==> src/design/chs_pkg.sv <==
package chs_pkg;

  localparam int unsigned MaxBuckets   = 256;
  localparam int unsigned PoolNodes    = 1024;
  localparam int unsigned KeyWidth     = 32;
  localparam int unsigned MinBuckets   = 5;
  localparam int unsigned ResetBuckets = 7;

  localparam int unsigned BktW  = $clog2(MaxBuckets);
  localparam int unsigned PtrW  = $clog2(PoolNodes) + 1;
  localparam int unsigned IdxW  = $clog2(PoolNodes);
  localparam int unsigned CfgW  = 9;
  localparam int unsigned StepW = $clog2(PoolNodes + 1);
  localparam int unsigned ModW  = 10;

  localparam logic [PtrW-1:0] Nil = PtrW'(PoolNodes);

  typedef enum logic [1:0] {
    OpFind   = 2'd0,
    OpInsert = 2'd1,
    OpDelete = 2'd2,
    OpSpare  = 2'd3
  } op_e;

  typedef enum logic [1:0] {
    StOk      = 2'd0,
    StAbsent  = 2'd1,
    StPresent = 2'd2,
    StFull    = 2'd3
  } status_e;

  typedef enum logic [3:0] {
    SIdle,
    SMod,
    SHead,
    SWalk,
    SCmp,
    SAlloc,
    SFreeRd,
    SInsWr,
    SDelRd,
    SDelWr,
    SDone
  } state_e;

  // Controller to datapath.
  typedef struct packed {
    logic load;
    logic mod_step;
    logic head_rd;
    logic node_rd;
    logic advance;
    logic free_rd;
    logic alloc;
    logic ins_wr;
    logic del_rd;
    logic del_wr;
    logic done;
    logic [1:0] status;
  } ctrl_t;

  // Datapath to controller.
  typedef struct packed {
    logic mod_done;
    logic cur_nil;
    logic key_hit;
    logic free_avail;
    logic fresh_avail;
    op_e  op;
  } stat_t;

endpackage

==> src/design/chs_ctrl.sv <==
module chs_ctrl (
  input  logic           clk_i,
  input  logic           rst_ni,
  input  logic           start_i,
  input  chs_pkg::stat_t stat_i,
  output chs_pkg::ctrl_t ctrl_o,
  output logic           busy_o
);

  chs_pkg::state_e state_q, state_d;
  logic [1:0] status_q, status_d;

  always_ff @(posedge clk_i or negedge rst_ni) begin
    if (!rst_ni) begin
      state_q  <= chs_pkg::SIdle;
      status_q <= chs_pkg::StOk;
    end else begin
      state_q  <= state_d;
      status_q <= status_d;
    end
  end

  always_comb begin
    state_d  = state_q;
    status_d = status_q;
    unique case (state_q)
      chs_pkg::SIdle:  if (start_i) state_d = chs_pkg::SMod;
      chs_pkg::SMod:   if (stat_i.mod_done) state_d = chs_pkg::SHead;
      chs_pkg::SHead:  state_d = chs_pkg::SWalk;
      chs_pkg::SWalk: begin
        if (stat_i.cur_nil) begin
          if (stat_i.op == chs_pkg::OpInsert) begin
            if (stat_i.free_avail) state_d = chs_pkg::SFreeRd;
            else if (stat_i.fresh_avail) state_d = chs_pkg::SAlloc;
            else begin
              status_d = chs_pkg::StFull;
              state_d  = chs_pkg::SDone;
            end
          end else begin
            status_d = chs_pkg::StAbsent;
            state_d  = chs_pkg::SDone;
          end
        end else begin
          state_d = chs_pkg::SCmp;
        end
      end
      chs_pkg::SCmp: begin
        if (stat_i.key_hit) begin
          if (stat_i.op == chs_pkg::OpInsert) begin
            status_d = chs_pkg::StPresent;
            state_d  = chs_pkg::SDone;
          end else if (stat_i.op == chs_pkg::OpDelete) begin
            state_d = chs_pkg::SDelRd;
          end else begin
            status_d = chs_pkg::StOk;
            state_d  = chs_pkg::SDone;
          end
        end else begin
          state_d = chs_pkg::SWalk;
        end
      end
      chs_pkg::SFreeRd: state_d = chs_pkg::SAlloc;
      chs_pkg::SAlloc:  state_d = chs_pkg::SInsWr;
      chs_pkg::SInsWr: begin
        status_d = chs_pkg::StOk;
        state_d  = chs_pkg::SDone;
      end
      chs_pkg::SDelRd: state_d = chs_pkg::SDelWr;
      chs_pkg::SDelWr: begin
        status_d = chs_pkg::StOk;
        state_d  = chs_pkg::SDone;
      end
      chs_pkg::SDone:  state_d = chs_pkg::SIdle;
      default:         state_d = chs_pkg::SIdle;
    endcase
  end

  always_comb begin
    ctrl_o        = '0;
    ctrl_o.status = status_q;
    busy_o        = (state_q != chs_pkg::SIdle);
    unique case (state_q)
      chs_pkg::SIdle:   ctrl_o.load     = start_i;
      chs_pkg::SMod:    ctrl_o.mod_step = 1'b1;
      chs_pkg::SHead:   ctrl_o.head_rd  = 1'b1;
      chs_pkg::SWalk:   ctrl_o.node_rd  = !stat_i.cur_nil;
      chs_pkg::SCmp:    ctrl_o.advance  = !stat_i.key_hit;
      chs_pkg::SFreeRd: ctrl_o.free_rd  = 1'b1;
      chs_pkg::SAlloc:  ctrl_o.alloc    = 1'b1;
      chs_pkg::SInsWr:  ctrl_o.ins_wr   = 1'b1;
      chs_pkg::SDelRd:  ctrl_o.del_rd   = 1'b1;
      chs_pkg::SDelWr:  ctrl_o.del_wr   = 1'b1;
      chs_pkg::SDone:   ctrl_o.done     = 1'b1;
      default:          ctrl_o          = '0;
    endcase
  end

  a_done_idle: assert property (@(posedge clk_i) disable iff (!rst_ni)
    ctrl_o.done |=> state_q == chs_pkg::SIdle)
    else $error("done not followed by idle");
  a_load_mod: assert property (@(posedge clk_i) disable iff (!rst_ni)
    ctrl_o.load |=> state_q == chs_pkg::SMod)
    else $error("accepted start did not begin modulo");
  a_busy_start: assert property (@(posedge clk_i) disable iff (!rst_ni)
    busy_o |-> !ctrl_o.load)
    else $error("load while busy");

endmodule

==> config.mk <==
export PLATFORM = sky130hd
export DESIGN_NAME = chs_ctrl
export DESIGN_NICKNAME = d
export VERILOG_FILES = /design/src/design/chs_pkg.sv /design/src/design/chs_ctrl.sv
export SDC_FILE = /design/constraint.sdc
export NUM_CORES = 1
export LEC_CHECK = 0
export ABC_AREA = 1
export BUFFER_PORTS_ARGS = -buffer_cell sky130_fd_sc_hd__buf_4
export CAP_MARGIN = 10
export CORE_AREA = 8 8 45 47
export CTS_CLUSTER_DIAMETER = 30
export DETAILED_ROUTE_END_ITERATION = 10
export DIE_AREA = 0 0 53 55
export PLACE_DENSITY = 0.81
export SYNTH_ARGS = -nofsm -noshare
export SYNTH_HDL_FRONTEND = slang
export SYNTH_SLANG_ARGS = --single-unit
==> constraint.sdc <==
create_clock -name clk_i -period 1.5 [get_ports clk_i]
set_input_delay 0.075 -clock clk_i [delete_from_list [all_inputs] [get_ports clk_i]]
set_output_delay 0.075 -clock clk_i [all_outputs]
set_load 0.02 [all_outputs]
==> flow_summary_export.csv <==
group,metric,value,unit
timing,max_slew_violation_total_from_the_final_report,0,
timing,setup_skew,0.00184,ns
timing,max_slew.worst_pin.slew,0.290,ns
placed_design,preCtsSetupSlack,0.182,ns
global_routing,grt.total_usage,11.5,%
global_routing,grt_pass1_wl,2510,um
timing,setup_slack,0.145,ns
timing,period_share,90.3,%
critical_path,critical_path.reg2reg.endpoint,"status_q[0]$_DFFE_PN0P_",
critical_path,path_max_fanout,5,
critical_path,timing.critical_path.arrival,1.28,ns
timing,summed_negative_setup_slack_over_all_endpoints,0,ns
route,routed_wire_length_per_instance,10.6,um
global_routing,via_count_of_the_first_global_routing_pass,654,
hold_path,hold_path.startpoint,"stat_i[6]",
logic_synthesis,synthArstFlopShare,100,%
logic_synthesis,synth_seq_cells,6,
route,finalWirelength,1500,um
timing,fin_worst_hold_slack,0.0906,ns
hold_path,class_of_the_tightest_hold_or_removal_check,"input pin to register",
pwr,power.total,1.47,mW
logic_synthesis,post-synth-top-area-cell,"dfrtp_1",
cells_and_area,drive_gt1_share,30.4,%
logic_synthesis,yosysWarningCount,0,
critical_path,critPathRequiredTime,1.42,ns
logic_synthesis,synth.area.top_cells,"dfrtp_1 28%, nand2_1 17%, nor2_1 17%, inv_1 13%, nand3_1 8.3%",
die,initial_utilization,39.2,%
logic_synthesis,synth_common_cells,"25 x nand2_1, 24 x nor2_1, 19 x inv_1, 9 x nand3_1, 6 x dfrtp_1",
logic_synthesis,postSynth.topFlopCell,"dfrtp_1",
placed_design,numPortBuffers,23,
hold_path,timing.hold.worst_path_depth,4,
critical_path,cp-start-kind,"register",
hold_path,min_delay_worst_endpoint,"state_q[0]$_DFFE_PN0P_",
placed_design,place.gp.congestion,0.808,
logic_synthesis,synth_enable_flop_cells,0,
route,drt-initial-drc-count,24,
die,dieArea,0.00292,sq mm
logic_synthesis,syn-instance-count,98,
clock_network,clock_sinks,6,
critical_path,rrSetupSlack,0.20,ns
timing,relative_slew_slack,80.5,%
timing,finalHoldViolCount,0,
die,coreArea,0.00138,sq mm
pwr,irDropWorstVdd,629,uV
die,floorplan.die.height,55,um
cells_and_area,layout.nets,137,
die,die_w,53,um
critical_path,reg2reg_depth,8,
logic_synthesis,synthMostInstantiatedCell,"nand2_1",
logic_synthesis,syn-cell-area,542,sq um
logic_synthesis,syn-mean-instance-area,5.53,sq um
route,drt_first_pass_iters,4,
critical_path,path_class,"register to output pin",
timing,maximum_operating_frequency,738,MHz
critical_path,worstReg2RegStart,"state_q[0]$_DFFE_PN0P_",
global_routing,grt_antenna_before_repair,0,
die,floorplan.rows,14,
clock_network,ctsLongestPathBuffers,2,
cells_and_area,final_core_util,55.8,%
outcome,outcome,"completed",
timing,post-route-min-period,1.36,ns
clock_network,clock_tree.root_cell,"clkbuf_4",
placed_design,dp.final_hpwl,1280,um
global_routing,overflow,0,
pwr,power_per_cell_area,1900,mW/mm^2
logic_synthesis,cell_variety_after_synth,12,
clock_network,clk_pin_slew,0.04,ns
clock_network,cts_made_buffers,3,
pwr,cell_leakage_power,0.478,nW
logic_synthesis,netlist.area_leader.share,27.7,%
cells_and_area,fillers,147,
cells_and_area,antenna_cells_inserted,0,
critical_path,endpoint_kind,"output pin",
route,routed_via_density,4.74,
clock_network,clkLatencyLatePin,0.25,ns
die,ios,24,
route,ant_nets,0,
route,drc,0,
route,total_via_count_after_detailed_routing,668,
timing,finalSetupViolCount,0,
cells_and_area,area_delta_synth_final,42.5,%
global_routing,grt_max_degree,7,
timing,rsz0062_at_grt,"no",
clock_network,h-tree-depth,1,
logic_synthesis,mappedNetlistNets,108,
logic_synthesis,synth_seq_area_share,27.7,%
job,drv_cap,0,
clock_network,cts_tree,"yes",
## state kept, by name (all words and copies together), names as in the netlist
signal / count
state_q: 4
status_q: 2
## layer usage
layer  track usage (%)  part of all wire [%]  up-vias
li1                  -                     -      348
met1              11.7                    40      293
met2              20.5                    51       25
met3              1.87                   8.3        2
met4              9.05                   1.3        0
met5                 0                     0        -
## cell families after synthesis
logic type / Yosys count / synth area share [%]
DFF: 6 / 27.7
buffers and inverters: 21 / 14.6
and+or+nand+nor: 66 / 52.4
AOI/OAI and AO/OA: 5 / 5.31
## area by class of cell
cell class / count / area, sq um / area share (%)
clock buffers: 3 / 22.5 / 2.92
inverters: 21 / 78.8 / 10.2
multi-input cells: 71 / 318 / 41.2
flip-flops and latches: 6 / 150 / 19.4
well taps: 16 / 20.0 / 2.59
repair buffers: 24 / 183 / 23.7
## worst max path at each step
stage	endpoint	slack, ns	cells past startpoint	start
after floorplan	state_q[0]$_DFFE_PN0P_	0.14	8	state_q[3]$_DFFE_PN0P_
after global placement	status_q[0]$_DFFE_PN0P_	0.20	8	state_q[0]$_DFFE_PN0P_
after detailed placement	status_q[0]$_DFFE_PN0P_	0.18	8	state_q[0]$_DFFE_PN0P_
after CTS	ctrl_o[8]	0.07	4	state_q[0]$_DFFE_PN0P_
after global routing	ctrl_o[9]	0.02	4	state_q[3]$_DFFE_PN0P_
final	ctrl_o[8]	0.14	4	state_q[1]$_DFFE_PN0P_
## cell usage in the layout (no fill, tap or decap), drive strengths merged
cell type,n
inv,21
dfrtp,6
a21oi,2
dlygate4sd3,1
buf,23
o21ai,2
nand2,28
o2111ai,1
clkbuf,3
nor2,29
nand3,9
## worst max-delay path: stages, from the launching register on
cell     delay, ns
dfrtp_1       0.41
nor2_2        0.19
nand2_2       0.12
nor2_2        0.14
buf_4         0.16
## per-stage QoR
stage               instances  cell area [sq um]
detailed placement        137                734
global placement          137                734
floorplan                  98                542
finish                    141                772
CTS                       141                767
global route              141                772
## timing repair
action | in CTS | in global routing
endpoints found under the setup margin | 0 | 2
endpoints found under the hold margin | 6 | 0
hold buffers | 1 | 0
buffers inserted | 0 | 0
gates resized for setup | 0 | 2
## power breakdown
part / switching, mW / total [mW] / internal [mW]
Clock: 0.0593 / 0.150 / 0.0906
Sequential: 0.0759 / 0.310 / 0.234
Combinational: 0.641 / 1.01 / 0.365
Note: power is estimated with default switching activity, not from simulation.
